File: src/ctss_pkg.sv
// shared types, constants and codes of the closest track segment search
package ctss_pkg;

  // fixed field widths
  localparam int IW          = 11;
  localparam int CNT_W       = 11;
  localparam int COORD_W     = 32;
  localparam int TIME_W      = 31;
  localparam int FRAC_W      = 16;
  localparam int THR_W       = 32;
  localparam int DIST_W      = 64;
  localparam int CFG_IDX_W   = 2;
  localparam int CFG_DATA_W  = 32;
  localparam int IN_TDATA_W  = 128;
  localparam int OUT_TDATA_W = 208;
  localparam int WIN_W       = 27;

  // default store depth
  localparam int MAX_POINTS_DEF = 1024;

  // start index reduction runs one dividend bit per cycle
  localparam int DIV_STEPS = 10;

  // register indexes
  localparam logic [CFG_IDX_W-1:0] CFG_POINT_COUNT     = 2'd0;
  localparam logic [CFG_IDX_W-1:0] CFG_CLOSE_THRESHOLD = 2'd1;
  localparam logic [CFG_IDX_W-1:0] CFG_WINDOW_FRACTION = 2'd2;

  // register reset values
  localparam logic [CNT_W-1:0]  POINT_COUNT_RST     = 11'd0;
  localparam logic [THR_W-1:0]  CLOSE_THRESHOLD_RST = 32'd351844;
  localparam logic [FRAC_W-1:0] WINDOW_FRACTION_RST = 16'd16384;

  // item kinds
  localparam logic MODE_LOAD  = 1'b0;
  localparam logic MODE_QUERY = 1'b1;

  // index reported when nothing qualifies
  localparam logic [IW-1:0] NOT_FOUND_IDX = 11'h7FF;

  typedef enum logic [1:0] {
    ST_IDLE,
    ST_DIV,
    ST_RUN,
    ST_RESP
  } state_t;

  typedef struct packed {
    logic [COORD_W-1:0] x;
    logic [COORD_W-1:0] y;
    logic [TIME_W-1:0]  tms;
  } point_t;

  typedef struct packed {
    logic [IW-1:0] idx;
    logic          inwin;
  } tag_t;

  typedef struct packed {
    logic vld;
    tag_t tag;
  } issue_t;

  typedef struct packed {
    logic              vld;
    logic [DIST_W-1:0] d;
    point_t            pt;
    tag_t              tag;
  } dres_t;

  typedef struct packed {
    logic               mode;
    logic [IW-1:0]      point_index;
    logic [COORD_W-1:0] pos_x;
    logic [COORD_W-1:0] pos_y;
    logic [TIME_W-1:0]  time_ms;
    logic [FRAC_W-1:0]  lap_fraction;
  } item_t;

endpackage

File: src/ctss_dist.sv
// squared distance pipeline from stored point to query position
module ctss_dist (
  input  logic                      clk,
  input  logic                      rst_n,
  input  logic                      flush,
  input  ctss_pkg::issue_t          iss,
  input  ctss_pkg::point_t          rd_data,
  input  logic [ctss_pkg::COORD_W-1:0] qx,
  input  logic [ctss_pkg::COORD_W-1:0] qy,
  output ctss_pkg::dres_t           dres
);
  import ctss_pkg::*;

  logic                s1_vld_r;
  tag_t                s1_tag_r;
  logic                s2_vld_r;
  tag_t                s2_tag_r;
  point_t              s2_pt_r;
  logic [COORD_W-1:0]  s2_ax_r;
  logic [COORD_W-1:0]  s2_ay_r;
  logic                s3_vld_r;
  tag_t                s3_tag_r;
  point_t              s3_pt_r;
  logic [DIST_W-1:0]   s3_sqx_r;
  logic [DIST_W-1:0]   s3_sqy_r;
  logic                s4_vld_r;
  tag_t                s4_tag_r;
  point_t              s4_pt_r;
  logic [DIST_W-1:0]   s4_d_r;
  logic [COORD_W:0]    dx;
  logic [COORD_W:0]    dy;
  logic [COORD_W-1:0]  ax;
  logic [COORD_W-1:0]  ay;

  // exact 33 bit differences and their magnitudes
  always_comb begin
    dx = {rd_data.x[COORD_W-1], rd_data.x} - {qx[COORD_W-1], qx};
    dy = {rd_data.y[COORD_W-1], rd_data.y} - {qy[COORD_W-1], qy};
    ax = dx[COORD_W] ? COORD_W'((COORD_W+1)'(0) - dx) : dx[COORD_W-1:0];
    ay = dy[COORD_W] ? COORD_W'((COORD_W+1)'(0) - dy) : dy[COORD_W-1:0];
  end

  // stage valids, cleared when a walk ends
  always_ff @(posedge clk) begin
    if (!rst_n) begin
      s1_vld_r <= 1'b0;
      s2_vld_r <= 1'b0;
      s3_vld_r <= 1'b0;
      s4_vld_r <= 1'b0;
    end else begin
      s1_vld_r <= !flush && iss.vld;
      s2_vld_r <= !flush && s1_vld_r;
      s3_vld_r <= !flush && s2_vld_r;
      s4_vld_r <= !flush && s3_vld_r;
    end
  end

  // payload: align tag with read data, abs diff, square, sum
  always_ff @(posedge clk) begin
    s1_tag_r <= iss.tag;
    s2_tag_r <= s1_tag_r;
    s2_pt_r  <= rd_data;
    s2_ax_r  <= ax;
    s2_ay_r  <= ay;
    s3_tag_r <= s2_tag_r;
    s3_pt_r  <= s2_pt_r;
    s3_sqx_r <= s2_ax_r * s2_ax_r;
    s3_sqy_r <= s2_ay_r * s2_ay_r;
    s4_tag_r <= s3_tag_r;
    s4_pt_r  <= s3_pt_r;
    s4_d_r   <= s3_sqx_r + s3_sqy_r;
  end

  assign dres.vld = s4_vld_r;
  assign dres.d   = s4_d_r;
  assign dres.pt  = s4_pt_r;
  assign dres.tag = s4_tag_r;

endmodule

File: config.mk
export PLATFORM = sky130hd
export DESIGN_NAME = ctss_dist
export DESIGN_NICKNAME = d
export VERILOG_FILES = /design/src/ctss_pkg.sv /design/src/ctss_dist.sv
export SDC_FILE = /design/constraint.sdc
export NUM_CORES = 2
export LEC_CHECK = 0
export ABC_AREA = 1
export ABC_CLOCK_PERIOD_IN_PS = 18900
export CORE_MARGIN = 1.5
export CORE_UTILIZATION = 25
export DETAILED_ROUTE_END_ITERATION = 8
export DONT_BUFFER_PORTS = 1
export REMOVE_ABC_BUFFERS = 1
export SYNTH_ARGS = -nofsm -noshare
export SYNTH_HDL_FRONTEND = slang
export SYNTH_SLANG_ARGS = --single-unit
File: constraint.sdc
create_clock -name clk -period 18.9 [get_ports clk]
set_input_delay 4.725 -clock clk [delete_from_list [all_inputs] [get_ports clk]]
set_output_delay 4.725 -clock clk [all_outputs]
set_load 0.03 [all_outputs]
==> impl_metrics.py <==
metrics = {
    "timing": {
        "worst_slew_pin_slew_ns": 1.21,
        "setup_viol": 0,
        "grt_setup_unrepaired": "false",
        "tns_ns": 0,
        "fmax_ghz": 0.131,
        "fin_skew_ns": 0.0537,
        "slew_violations": 0,
        "relSlewSlack": 0.190,
        "fin_ws_ns": 11.28,
        "hold_viol_final": 0,
        "fin_crit_ns": 7.62,
        "fin_crit_sh": 0.403,
    },
    "setup_path": {
        "crit_path_start_kind": "register",
        "cp.required_ns": 19.49,
        "crit_type": "register to register",
        "path_max_fanout": 32,
        "cp_common_cell": "fa_1",
        "reg2reg_from": "s2_ax_r[10]",
        "worstPathArrival_ns": 8.21,
        "slowest_delay_ns": 0.57,
        "cpMaxStageDelayCell": "fa_1",
        "cp-startpoint": "s2_ax_r[10]",
        "crit_path_end_kind": "register",
    },
    "global_route": {
        "grt_pass1_wl_um": 361000,
        "antenna_found_initial": 23,
        "grt_overflow_total": 0,
        "grt_max_degree": 39,
        "grt_pass1_vias": 64400,
        "grt_usage": 0.139,
    },
    "clock_tree": {
        "clk_latency_ns": 0.72,
        "cts_setup_buffers": 0,
        "path_clk_slew_ns": 0.06,
        "cts_tree": "done",
        "cts_hold_buf": 0,
        "cts.sink_count": 591,
        "h-tree-depth": 3,
        "cts_resized": 0,
        "cts_buffers": 68,
        "clockBufferDepth": 3,
        "clockRootBuffer": "clkbuf_16",
    },
    "detailed_routing": {
        "ant_nets": 0,
        "dr.pass1.iters": 6,
        "via_count": 59700,
        "wl_per_cell_um": 16.0,
        "drt_iter0_drc": 3478,
        "viasPerCell": 4.19,
        "drc": 0,
        "routed_wl_um": 227000,
    },
    "logic_synthesis": {
        "synth.distinct_cells": 59,
        "avgSynthCellArea_um2": 8.40,
        "synth_area_um2": 82700,
        "netlist_instances": 9854,
        "ys_seq_area_frac": 0.143,
        "yosys_warnings": 0,
        "ys_ff_latch": 591,
    },
    "run_status": {
        "outcome": "completed",
    },
    "die": {
        "ios": 347,
        "coreArea_um2": 330000,
        "die_area_um2": 334000,
        "die_x_um": 578,
        "fp-row-count": 211,
        "start_util": 0.251,
        "fp.dieH_um": 578,
    },
    "flow_run": {
        "cap_violations": 0,
    },
    "layout": {
        "final_cell_mix": "2,916 x inv_1, 1,935 x nand2_1, 1,586 x fa_1",
        "area_growth_pct": 9.19,
        "final_common_cell": "inv_1",
        "nNetsFinal": 12300,
        "drive_gt1_frac": 0.0337,
    },
    "worst_hold_path": {
        "holdCritStartpoint": "s2_pt_r[75]",
        "hp-class": "register to register",
    },
    "place": {
        "gp_congestion": 0.928,
        "portBuffers": 0,
        "dp_slack_ns": 11.26,
        "dp_hpwl_um": 187000,
    },
}
-- critical path, delay by kind of cell (launching register included) --
kind,cells,cell delay (ns)
adders and majority gates,9,4.55
DFF,1,0.31
AOI/OAI and AO/OA,6,1.22
buffers and inverters,7,0.82
and+or+nand+nor,2,0.40
xor gates and xnor gates,1,0.16
-- cells in the mapped netlist (all sizes together) --
library cell / number / area [um^2]
nand2: 1989 / 7610
a2111oi: 2 / 17.5
nor2: 456 / 1830
ha: 723 / 9050
o21ai: 182 / 911
nand4: 40 / 256
a31oi: 68 / 425
buf: 32 / 150
o21bai: 49 / 368
and3: 10 / 62.6
o221ai: 1 / 8.76
nand3: 192 / 1050
dfxtp: 591 / 11800
nor4: 21 / 131
o221a: 1 / 11.3
nor3: 48 / 260
inv: 2929 / 11000
a21oi: 310 / 1560
or2: 8 / 50.1
o21a: 10 / 75.1
clkbuf: 181 / 679
a21o: 37 / 278
a221oi: 4 / 35.0
o211ai: 11 / 82.6
o211a: 1 / 10.0
o2111ai: 3 / 26.3
and2: 6 / 38.8
o311a: 1 / 10.0
nand3b: 10 / 91.3
a41oi: 1 / 8.76
clkinv: 3 / 11.3
xor2: 220 / 1950
xnor2: 96 / 856
a21boi: 12 / 93.8
a31o: 12 / 105
a211oi: 5 / 37.5
o31ai: 2 / 15.0
o311ai: 1 / 8.76
fa: 1586 / 31800
-- final cells by class --
cell class | count | area (um^2)
diodes | 47 | 118
clock buffers | 90 | 1880
clock inverters | 33 | 464
fillers | 35400 | 239000
inverters | 2932 | 11000
multi-input cells | 6118 | 59100
flip-flops and latches | 591 | 11800
well taps | 4366 | 5460
repair buffers | 67 | 503
-- stage by stage --
step,hold slack [ns],instances,utilization,instance area (um^2)
global placement,0.309,14100,0.267,87900
detailed placement,0.312,14100,0.267,87900
finish,0.287,14200,0.274,90300
CTS,0.281,14200,0.274,90200
floorplan,0.310,9641,-,81900
global route,0.296,14200,0.274,90300
-- final timing paths --
check / to / slack [ns] / depth (start not counted)
max: s3_sqx_r[57] / 11.28 / 25
max reg2reg: s3_sqx_r[57] / 11.28 / 25
min reg2reg: s3_pt_r[75] / 0.29 / 0
min: s3_pt_r[75] / 0.29 / 0
-- flip-flops by register name, indices dropped and copies added (netlist names) --
| register | flops |
|---|---|
| dres | 107 |
| s3_tag_r | 12 |
| s1_vld_r | 1 |
| s2_ax_r | 32 |
| s2_pt_r | 95 |
| s2_ay_r | 32 |
| s3_vld_r | 1 |
| s2_tag_r | 12 |
| s3_pt_r | 95 |
| s3_sqy_r | 63 |
| s2_vld_r | 1 |
| s3_sqx_r | 63 |
| s4_d_r | 64 |
| s1_tag_r | 12 |
| s4_vld_r | 1 |
-- cells by family after synthesis --
family,count (synthesis),synth area share
adder cells (fa/ha/maj),2309,0.493
AND/OR/NAND/NOR,2780,0.138
XOR/XNOR,316,0.0339
flip-flops,591,0.143
buffers and inverters,3145,0.143
AO/OA/AOI/OAI,713,0.0494
-- routing by layer --
layer / vias up / GRT usage / wire length (um)
met4: 0 / 0.0547 / 10000
met1: 29200 / 0.179 / 98800
met2: 1667 / 0.234 / 106000
met5: - / 0 / 0
met3: 346 / 0.0182 / 12800
li1: 28500 / - / -
Power is left out: the tool's default activity adds up to more than one toggle a clock period on the data nets, which glitch-free logic cannot reach.
