### config.mk
export PLATFORM = sky130hd
export DESIGN_NAME = ctss_seq
export DESIGN_NICKNAME = d
export VERILOG_FILES = /design/src/ctss_pkg.sv /design/src/ctss_seq.sv
export SDC_FILE = /design/constraint.sdc
export NUM_CORES = 2
export LEC_CHECK = 0
export ABC_AREA = 1
export BUFFER_PORTS_ARGS = -buffer_cell sky130_fd_sc_hd__buf_2
export CORE_ASPECT_RATIO = 1.5
export CORE_MARGIN = 1.5
export CORE_UTILIZATION = 53
export DETAILED_ROUTE_END_ITERATION = 8
export PLACE_DENSITY = 0.73
export SYNTH_ARGS = -nofsm -noshare
export SYNTH_HDL_FRONTEND = slang
export SYNTH_SLANG_ARGS = --single-unit
### constraint.sdc
create_clock -name clk -period 18.6 [get_ports clk]
set_clock_uncertainty 0.1 [all_clocks]
set_input_delay 2.79 -clock clk [delete_from_list [all_inputs] [get_ports clk]]
set_output_delay 2.79 -clock clk [all_outputs]
set_load 0.01 [all_outputs]
### src/ctss_pkg.sv
// shared types, constants and codes of the closest track segment search
package ctss_pkg;

  // fixed field widths
  localparam int IW          = 11;
  localparam int CNT_W       = 11;
  localparam int COORD_W     = 32;
  localparam int TIME_W      = 31;
  localparam int FRAC_W      = 16;
  localparam int THR_W       = 32;
  localparam int DIST_W      = 64;
  localparam int CFG_IDX_W   = 2;
  localparam int CFG_DATA_W  = 32;
  localparam int IN_TDATA_W  = 128;
  localparam int OUT_TDATA_W = 208;
  localparam int WIN_W       = 27;

  // default store depth
  localparam int MAX_POINTS_DEF = 1024;

  // start index reduction runs one dividend bit per cycle
  localparam int DIV_STEPS = 10;

  // register indexes
  localparam logic [CFG_IDX_W-1:0] CFG_POINT_COUNT     = 2'd0;
  localparam logic [CFG_IDX_W-1:0] CFG_CLOSE_THRESHOLD = 2'd1;
  localparam logic [CFG_IDX_W-1:0] CFG_WINDOW_FRACTION = 2'd2;

  // register reset values
  localparam logic [CNT_W-1:0]  POINT_COUNT_RST     = 11'd0;
  localparam logic [THR_W-1:0]  CLOSE_THRESHOLD_RST = 32'd351844;
  localparam logic [FRAC_W-1:0] WINDOW_FRACTION_RST = 16'd16384;

  // item kinds
  localparam logic MODE_LOAD  = 1'b0;
  localparam logic MODE_QUERY = 1'b1;

  // index reported when nothing qualifies
  localparam logic [IW-1:0] NOT_FOUND_IDX = 11'h7FF;

  typedef enum logic [1:0] {
    ST_IDLE,
    ST_DIV,
    ST_RUN,
    ST_RESP
  } state_t;

  typedef struct packed {
    logic [COORD_W-1:0] x;
    logic [COORD_W-1:0] y;
    logic [TIME_W-1:0]  tms;
  } point_t;

  typedef struct packed {
    logic [IW-1:0] idx;
    logic          inwin;
  } tag_t;

  typedef struct packed {
    logic vld;
    tag_t tag;
  } issue_t;

  typedef struct packed {
    logic              vld;
    logic [DIST_W-1:0] d;
    point_t            pt;
    tag_t              tag;
  } dres_t;

  typedef struct packed {
    logic               mode;
    logic [IW-1:0]      point_index;
    logic [COORD_W-1:0] pos_x;
    logic [COORD_W-1:0] pos_y;
    logic [TIME_W-1:0]  time_ms;
    logic [FRAC_W-1:0]  lap_fraction;
  } item_t;

endpackage

### src/ctss_seq.sv
// sequencer: config registers, start reduction, ring walk, best tracking, result register
module ctss_seq #(
  parameter int MAX_POINTS = ctss_pkg::MAX_POINTS_DEF,
  parameter int AW         = $clog2(ctss_pkg::MAX_POINTS_DEF)
) (
  input  logic                              clk,
  input  logic                              rst_n,
  input  logic                              cfg_we,
  input  logic [ctss_pkg::CFG_IDX_W-1:0]    cfg_index,
  input  logic [ctss_pkg::CFG_DATA_W-1:0]   cfg_wdata,
  input  logic                              in_tvalid,
  output logic                              in_tready,
  input  ctss_pkg::item_t                   in_item,
  output logic                              out_tvalid,
  input  logic                              out_tready,
  output logic [ctss_pkg::OUT_TDATA_W-1:0]  out_tdata,
  output logic                              out_tuser,
  output logic                              mem_we,
  output logic [AW-1:0]                     mem_waddr,
  output ctss_pkg::point_t                  mem_wdata,
  output ctss_pkg::issue_t                  iss,
  output logic [AW-1:0]                     rd_addr,
  output logic [ctss_pkg::COORD_W-1:0]      qx,
  output logic [ctss_pkg::COORD_W-1:0]      qy,
  output logic                              flush,
  input  ctss_pkg::dres_t                   dres
);
  import ctss_pkg::*;

  localparam logic [16:0]        MAXP17   = 17'(MAX_POINTS);
  localparam logic [3:0]         DIV_LAST = 4'(DIV_STEPS - 1);

  state_t                 state_r;
  state_t                 state_nxt;
  logic [CNT_W-1:0]       point_count_r;
  logic [THR_W-1:0]       close_threshold_r;
  logic [FRAC_W-1:0]      window_fraction_r;
  logic [COORD_W-1:0]     px_r;
  logic [COORD_W-1:0]     py_r;
  logic [CNT_W-1:0]       n_r;
  logic [WIN_W-1:0]       fn_r;
  logic [WIN_W-1:0]       wn_r;
  logic [THR_W:0]         thr2_r;
  logic [DIV_STEPS-1:0]   dvd_r;
  logic [CNT_W-1:0]       rem_r;
  logic [3:0]             div_cnt_r;
  logic [IW-1:0]          ix_iss_r;
  logic [CNT_W:0]         iss_cnt_r;
  logic [CNT_W-1:0]       pair_cnt_r;
  logic                   have_prev_r;
  logic [DIST_W-1:0]      dprev_r;
  point_t                 pprev_r;
  tag_t                   tprev_r;
  logic                   found_r;
  logic [DIST_W:0]        best_sum_r;
  logic [IW-1:0]          best_idx_r;
  point_t                 best_first_r;
  point_t                 best_second_r;
  logic                   out_vld_r;
  logic [OUT_TDATA_W-1:0] out_data_r;
  logic                   out_user_r;
  logic                   accept;
  logic [CNT_W-1:0]       n_in;
  logic                   load_ok;
  logic [CNT_W:0]         div_t;
  logic [CNT_W-1:0]       rem_nxt;
  logic [WIN_W:0]         win_diff;
  logic [WIN_W:0]         win_mag;
  logic [DIST_W:0]        pair_sum;
  logic                   step;
  logic                   take;
  logic                   found_upd;
  logic                   finish;
  logic                   out_free;

  // configuration registers
  always_ff @(posedge clk) begin
    if (!rst_n) begin
      point_count_r     <= POINT_COUNT_RST;
      close_threshold_r <= CLOSE_THRESHOLD_RST;
      window_fraction_r <= WINDOW_FRACTION_RST;
    end else if (cfg_we) begin
      unique case (cfg_index)
        CFG_POINT_COUNT:     point_count_r     <= cfg_wdata[CNT_W-1:0];
        CFG_CLOSE_THRESHOLD: close_threshold_r <= cfg_wdata[THR_W-1:0];
        CFG_WINDOW_FRACTION: window_fraction_r <= cfg_wdata[FRAC_W-1:0];
        default: ;
      endcase
    end
  end

  // item acceptance and load write
  assign in_tready = (state_r == ST_IDLE);
  assign accept    = in_tvalid && in_tready;
  assign n_in      = ({6'd0, point_count_r} > MAXP17) ? MAXP17[CNT_W-1:0] : point_count_r;
  assign load_ok   = !in_item.point_index[IW-1] &&
                     ({6'd0, in_item.point_index} < MAXP17);
  assign mem_we    = accept && (in_item.mode == MODE_LOAD) && load_ok;
  assign mem_waddr = AW'(in_item.point_index);
  assign mem_wdata = '{x: in_item.pos_x, y: in_item.pos_y, tms: in_item.time_ms};

  // one restoring step of start index mod n
  always_comb begin
    div_t   = {rem_r, dvd_r[DIV_STEPS-1]};
    rem_nxt = (div_t >= {1'b0, n_r}) ? CNT_W'(div_t - {1'b0, n_r}) : div_t[CNT_W-1:0];
  end

  // window test for the issued index: |ix*65536 - frac*n| < w*n
  always_comb begin
    win_diff = {1'b0, ix_iss_r, 16'd0} - {1'b0, fn_r};
    win_mag  = win_diff[WIN_W] ? ((WIN_W+1)'(0) - win_diff) : win_diff;
  end

  assign iss.vld       = (state_r == ST_RUN) && (iss_cnt_r <= {1'b0, n_r});
  assign iss.tag.idx   = ix_iss_r;
  assign iss.tag.inwin = win_mag[WIN_W-1:0] < wn_r;
  assign rd_addr       = AW'(ix_iss_r);
  assign qx            = px_r;
  assign qy            = py_r;

  // pair evaluation: segment sum, best update, early stop
  always_comb begin
    pair_sum  = {1'b0, dprev_r} + {1'b0, dres.d};
    step      = (state_r == ST_RUN) && dres.vld && have_prev_r;
    take      = step && tprev_r.inwin && (!found_r || (pair_sum < best_sum_r));
    found_upd = found_r || take;
    finish    = step && ((found_upd && (pair_sum < {32'd0, thr2_r})) ||
                         (pair_cnt_r == n_r - 11'd1));
  end

  assign out_free = !out_vld_r || out_tready;

  // state register
  always_ff @(posedge clk) begin
    if (!rst_n) begin
      state_r <= ST_IDLE;
    end else begin
      state_r <= state_nxt;
    end
  end

  // next state
  always_comb begin
    state_nxt = state_r;
    flush     = 1'b0;
    unique case (state_r)
      ST_IDLE: begin
        if (accept) begin
          if (in_item.mode == MODE_LOAD || n_in < 11'd2) begin
            state_nxt = ST_RESP;
          end else begin
            state_nxt = ST_DIV;
          end
        end
      end
      ST_DIV: begin
        if (div_cnt_r == DIV_LAST) begin
          state_nxt = ST_RUN;
        end
      end
      ST_RUN: begin
        if (finish) begin
          state_nxt = ST_RESP;
          flush     = 1'b1;
        end
      end
      ST_RESP: begin
        if (out_free) begin
          state_nxt = ST_IDLE;
        end
      end
      default: state_nxt = ST_IDLE;
    endcase
  end

  // walk control counters
  always_ff @(posedge clk) begin
    if (!rst_n) begin
      div_cnt_r   <= '0;
      iss_cnt_r   <= '0;
      pair_cnt_r  <= '0;
      have_prev_r <= 1'b0;
      found_r     <= 1'b0;
    end else if (accept) begin
      div_cnt_r   <= '0;
      iss_cnt_r   <= '0;
      pair_cnt_r  <= '0;
      have_prev_r <= 1'b0;
      found_r     <= 1'b0;
    end else begin
      if (state_r == ST_DIV) begin
        div_cnt_r <= div_cnt_r + 4'd1;
      end
      if (iss.vld) begin
        iss_cnt_r <= iss_cnt_r + 12'd1;
      end
      if (state_r == ST_RUN && dres.vld) begin
        have_prev_r <= 1'b1;
      end
      if (step) begin
        pair_cnt_r <= pair_cnt_r + 11'd1;
      end
      if (take) begin
        found_r <= 1'b1;
      end
    end
  end

  // query operands and start index
  always_ff @(posedge clk) begin
    if (accept) begin
      px_r   <= in_item.pos_x;
      py_r   <= in_item.pos_y;
      n_r    <= n_in;
      fn_r   <= WIN_W'(in_item.lap_fraction) * WIN_W'(n_in);
      wn_r   <= WIN_W'(window_fraction_r) * WIN_W'(n_in);
      thr2_r <= {close_threshold_r, 1'b0};
      dvd_r  <= in_item.point_index[IW-1] ? '0 : in_item.point_index[DIV_STEPS-1:0];
      rem_r  <= '0;
    end else if (state_r == ST_DIV) begin
      rem_r <= rem_nxt;
      dvd_r <= {dvd_r[DIV_STEPS-2:0], 1'b0};
      if (div_cnt_r == DIV_LAST) begin
        ix_iss_r <= rem_nxt;
      end
    end else if (iss.vld) begin
      ix_iss_r <= (ix_iss_r == n_r - 11'd1) ? '0 : ix_iss_r + 11'd1;
    end
  end

  // previous distance and best segment
  always_ff @(posedge clk) begin
    if (state_r == ST_RUN && dres.vld) begin
      dprev_r <= dres.d;
      pprev_r <= dres.pt;
      tprev_r <= dres.tag;
    end
    if (take) begin
      best_sum_r    <= pair_sum;
      best_idx_r    <= tprev_r.idx;
      best_first_r  <= pprev_r;
      best_second_r <= dres.pt;
    end
  end

  // result register
  always_ff @(posedge clk) begin
    if (!rst_n) begin
      out_vld_r <= 1'b0;
    end else if (state_r == ST_RESP && out_free) begin
      out_vld_r <= 1'b1;
    end else if (out_tready) begin
      out_vld_r <= 1'b0;
    end
  end

  always_ff @(posedge clk) begin
    if (state_r == ST_RESP && out_free) begin
      out_user_r <= found_r;
      if (found_r) begin
        out_data_r <= {7'd0,
                       best_second_r.tms, best_second_r.y, best_second_r.x,
                       best_first_r.tms, best_first_r.y, best_first_r.x,
                       best_idx_r};
      end else begin
        out_data_r <= OUT_TDATA_W'(NOT_FOUND_IDX);
      end
    end
  end

  assign out_tvalid = out_vld_r;
  assign out_tdata  = out_data_r;
  assign out_tuser  = out_user_r;

`ifndef SYNTHESIS
  // issue index stays on the ring
  assert property (@(posedge clk) disable iff (!rst_n)
    state_r == ST_RUN |-> ix_iss_r < n_r)
    else $error("issue index beyond point count");

  // walk never evaluates more pairs than points
  assert property (@(posedge clk) disable iff (!rst_n)
    state_r == ST_RUN |-> pair_cnt_r < n_r)
    else $error("pair count overran the ring");

  // distances only arrive during a walk
  assert property (@(posedge clk) disable iff (!rst_n)
    dres.vld |-> state_r == ST_RUN)
    else $error("stale distance outside a walk");

  // early stop leaves nothing in flight
  assert property (@(posedge clk) disable iff (!rst_n)
    (state_r == ST_RESP && $past(state_r) == ST_RUN) |-> !dres.vld)
    else $error("pipeline not flushed at walk end");

  // a found result carries a non-negative index
  assert property (@(posedge clk) disable iff (!rst_n)
    (out_vld_r && out_user_r) |-> !out_data_r[IW-1])
    else $error("found result with negative index");
`endif

endmodule

==> flow_metrics.env <==
export IMPL_outcome="finished with violations"
export IMPL_failed_checks="DRC"
export IMPL_ys_ff_latch=923
export IMPL_cts_hold_repair_buffers=0
export IMPL_cts_root_buf="clkbuf_16"
export IMPL_crit_fanout=4
export IMPL_synth_edf_count=821
export IMPL_die_area_um2=105000
export IMPL_worst_pin_slew_ns=1.12
export IMPL_ys_flop_type="edfxtp_1"
export IMPL_initial_core_util_pct=53.3
export IMPL_r2r_start="point_count_r[2]"
export IMPL_yosys_warnings=0
export IMPL_drtIter0Drc=2639
export IMPL_h_tree_depth=3
export IMPL_top_layer="met5"
export IMPL_finalSetupTns_ns=0
export IMPL_io_pins=739
export IMPL_finalSetupViolCount=0
export IMPL_drv_cap=0
export IMPL_syn_to_final_growth_pct=12.8
export IMPL_crit_path_start="dres[107]"
export IMPL_cts_buffers=87
export IMPL_yosysTopAreaCell="edfxtp_1"
export IMPL_worstPathRequired_ns=15.71
export IMPL_drc=3
export IMPL_gp_congestion=0.992
export IMPL_hold_path_class="reg -> reg"
export IMPL_synthArstFlopShare_pct=0
export IMPL_rows=144
export IMPL_wire_per_inst_um=19.8
export IMPL_leakagePower_nw=29.9
export IMPL_path_class="in -> out"
export IMPL_grtUsageTotal_pct=28.7
export IMPL_crit_slowest_cell="a21boi_0"
export IMPL_powerDensity_nw_per_um2=110
export IMPL_fin_cells=7647
export IMPL_layout_min_cycle_time_ns=10.19
export IMPL_numPortBuffers=669
export IMPL_synth_area_um2=54600
export IMPL_mostFrequentLayoutCell="nand2_1"
export IMPL_antenna_found_initial=21
export IMPL_cts_sinks=923
export IMPL_timing_fmax_mhz=98.2
export IMPL_cts_tree="done"
export IMPL_grt_pass1_vias=38943
export IMPL_first_pass_iters=8
export IMPL_wl_met1_mm=53.7
export IMPL_wirelength_mm=151
export IMPL_crit_path_end_kind="output pin"
export IMPL_arrival_ns=7.30
export IMPL_critical_path_cell_chain="buf_2 > ha_1 > inv_1 > fa_1 > inv_1 > nand3_1 > nand2_1 > nand2_1 > nand2_1 > nand2_1 > nand2_1 > nand2_1 > nand2_1 > xor2_1 > ha_1 > nand2_1 > nor2_1 > nand4_1 > nor4_1 > a21boi_0 > nor2_1 > nand2_1 > a21oi_1 > buf_2"
export IMPL_placed_cells=7478
export IMPL_netlist_instances=5670
export IMPL_cts_repair_resized=0
export IMPL_hp_start="pprev_r[6]"
export IMPL_hold_viol_final=0
export IMPL_ys_top_cells_by_area="edfxtp_1 (45%), fa_1 (9.2%), nand2_1 (8.9%), inv_1 (8.6%), ha_1 (8.2%)"
export IMPL_syn_area_per_cell_um2=9.62
export IMPL_die_width_um=265
export IMPL_yosysSeqAreaShare_pct=48.9
export IMPL_slowest_delay_ns=0.89
export IMPL_ant_nets=0
export IMPL_nets=7198
export IMPL_dr_wl_met2_mm=78.4
export IMPL_rsz0062_at_grt="false"
export IMPL_met3WireLength_mm=10.1
export IMPL_dieHeight_um=396
export IMPL_grt_pass1_wl_mm=225
export IMPL_overflow=0
export IMPL_dp_hpwl_mm=121
export IMPL_vias=39511
export IMPL_peakVddDrop_mv=0.0821
export IMPL_layout_common_cells="nand2_1 (1294), inv_1 (1241), edfxtp_1 (821), buf_2 (669), nor2_1 (446)"
export IMPL_final_layout_size_suffix_gt1_share_pct=14.3
export IMPL_cp_start_kind="primary input"
export IMPL_cts_post_setup_buffers_inserted=0
export IMPL_path_clk_slew_ns=0.06
export IMPL_synthDistinctLibCells=61
export IMPL_netlist_area_leader_share_pct=45.2
export IMPL_relSlewSlack_pct=25.0
export IMPL_clkLatencyLatePin_ns=0.70
export IMPL_core_area_um2=102000
export IMPL_finalMaxSlewViolations=0
export IMPL_crit_top_cell="nand2_1"
export IMPL_crit_buf_inv=4
export IMPL_cts_buffer_depth=3
export IMPL_via_per_inst=5.17
export IMPL_grt_max_degree=160
export IMPL_crit_family="simple AND/OR/NAND/NOR gates"
export IMPL_post_route_period_util_pct=54.8
[cells in the mapped netlist (4+ instances only)]
cell and count:
nand2_1 1294, inv_1 1243, edfxtp_1 821, nor2_1 452
ha_1 359, fa_1 252, a21oi_1 231, o21ai_0 139
buf_4 122, xor2_1 114, dfxtp_1 102, nand3_1 99
clkbuf_1 77, nand4_1 49, nor3_1 48, xnor2_1 33
nand3b_1 22, nor4_1 17, a211oi_1 14, buf_1 14
o21ai_1 11, o21bai_1 11, a21o_1 10, inv_2 10
o22ai_1 10, a31oi_1 9, nand3_2 9, o211ai_1 8
nor2_2 6, a21boi_0 5, clkinv_1 5, nand2_2 5
nor3_2 5, o221ai_1 5, xor2_2 5, buf_2 4
nor2_4 4, o21a_1 4, o41ai_1 4, or2_2 4
[routing by layer]
metal	vias to the layer above	global-route usage, %
met5	-	0
met4	20	16.1
met3	395	5.09
met2	1466	52.2
met1	18657	31.3
li1	18973	-
[cell families after synthesis]
kind of cell | count (synthesis) | synth area share (%)
simple gates | 2027 | 15.1
flops | 923 | 48.9
other cells | 1 | 0.00687
fa+ha+maj | 611 | 17.5
xor+xnor | 153 | 2.56
buf+inv | 1476 | 11.0
compound gates | 479 | 4.87
[metrics by stage]
stage          area, µm²  total power, mW  worst slack, ns  util, %  hold WS (ns)
2_1_floorplan      54600             4.26             4.84        -         0.300
3_3_place_gp       58600             4.94             8.66     57.3         0.301
3_5_place_dp       58600             5.00             8.58     57.3         0.305
4_1_cts            61500             6.81             8.57     60.1         0.305
5_1_grt            61500             7.15             8.23     60.1         0.315
6_report           61500             6.77             8.41     60.1         0.307
[where the power goes]
| group | total (mW) | internal, mW | switching [mW] |
|---|---|---|---|
| sequential | 2.74 | 2.60 | 0.136 |
| combinational | 2.23 | 0.725 | 1.50 |
| clock | 1.80 | 0.989 | 0.812 |
| total | 6.77 | 4.32 | 2.45 |
[flip-flops by register name, summed over array words and instances (netlist names), 27 cells and up]
name and count:
best_sum_r 65, fn_r 27, pprev_r 95, dprev_r 64, best_first_r 95, qy 32, out_tdata 201, qx 32
wn_r 27, best_second_r 95, thr2_r 32, close_threshold_r 32
[worst paths after layout]
kind                      to  slack [ns]  cells after the start
max                    flush        8.41                     24
min reg2reg  best_first_r[6]        0.31                      0
max reg2reg         wn_r[25]       11.04                     31
min          best_first_r[6]        0.31                      0
[layout make-up]
type                            count  area, µm²
Inverter                         1259       4740
Clock inverter                     62        647
Antenna cell                        8       20.0
Multi-Input combinational cell   3277      21900
Timing Repair Buffer              705       3630
Tap cell                         1314       1640
Sequential cell                   923      26700
Fill cell                        8683      40800
Clock buffer                       99       2230
[worst reg2reg max path: cells and delay by family, from the launching register on]
family                     cells  cell delay, ns
and+or+nand+nor                8            0.59
xor gates and xnor gates       1            0.21
AOI/OAI and AO/OA              8            1.93
buffers and inverters          8            1.28
adders and majority gates      6            2.92
DFF                            1            0.31
Note: power is estimated with default switching activity, not from simulation.
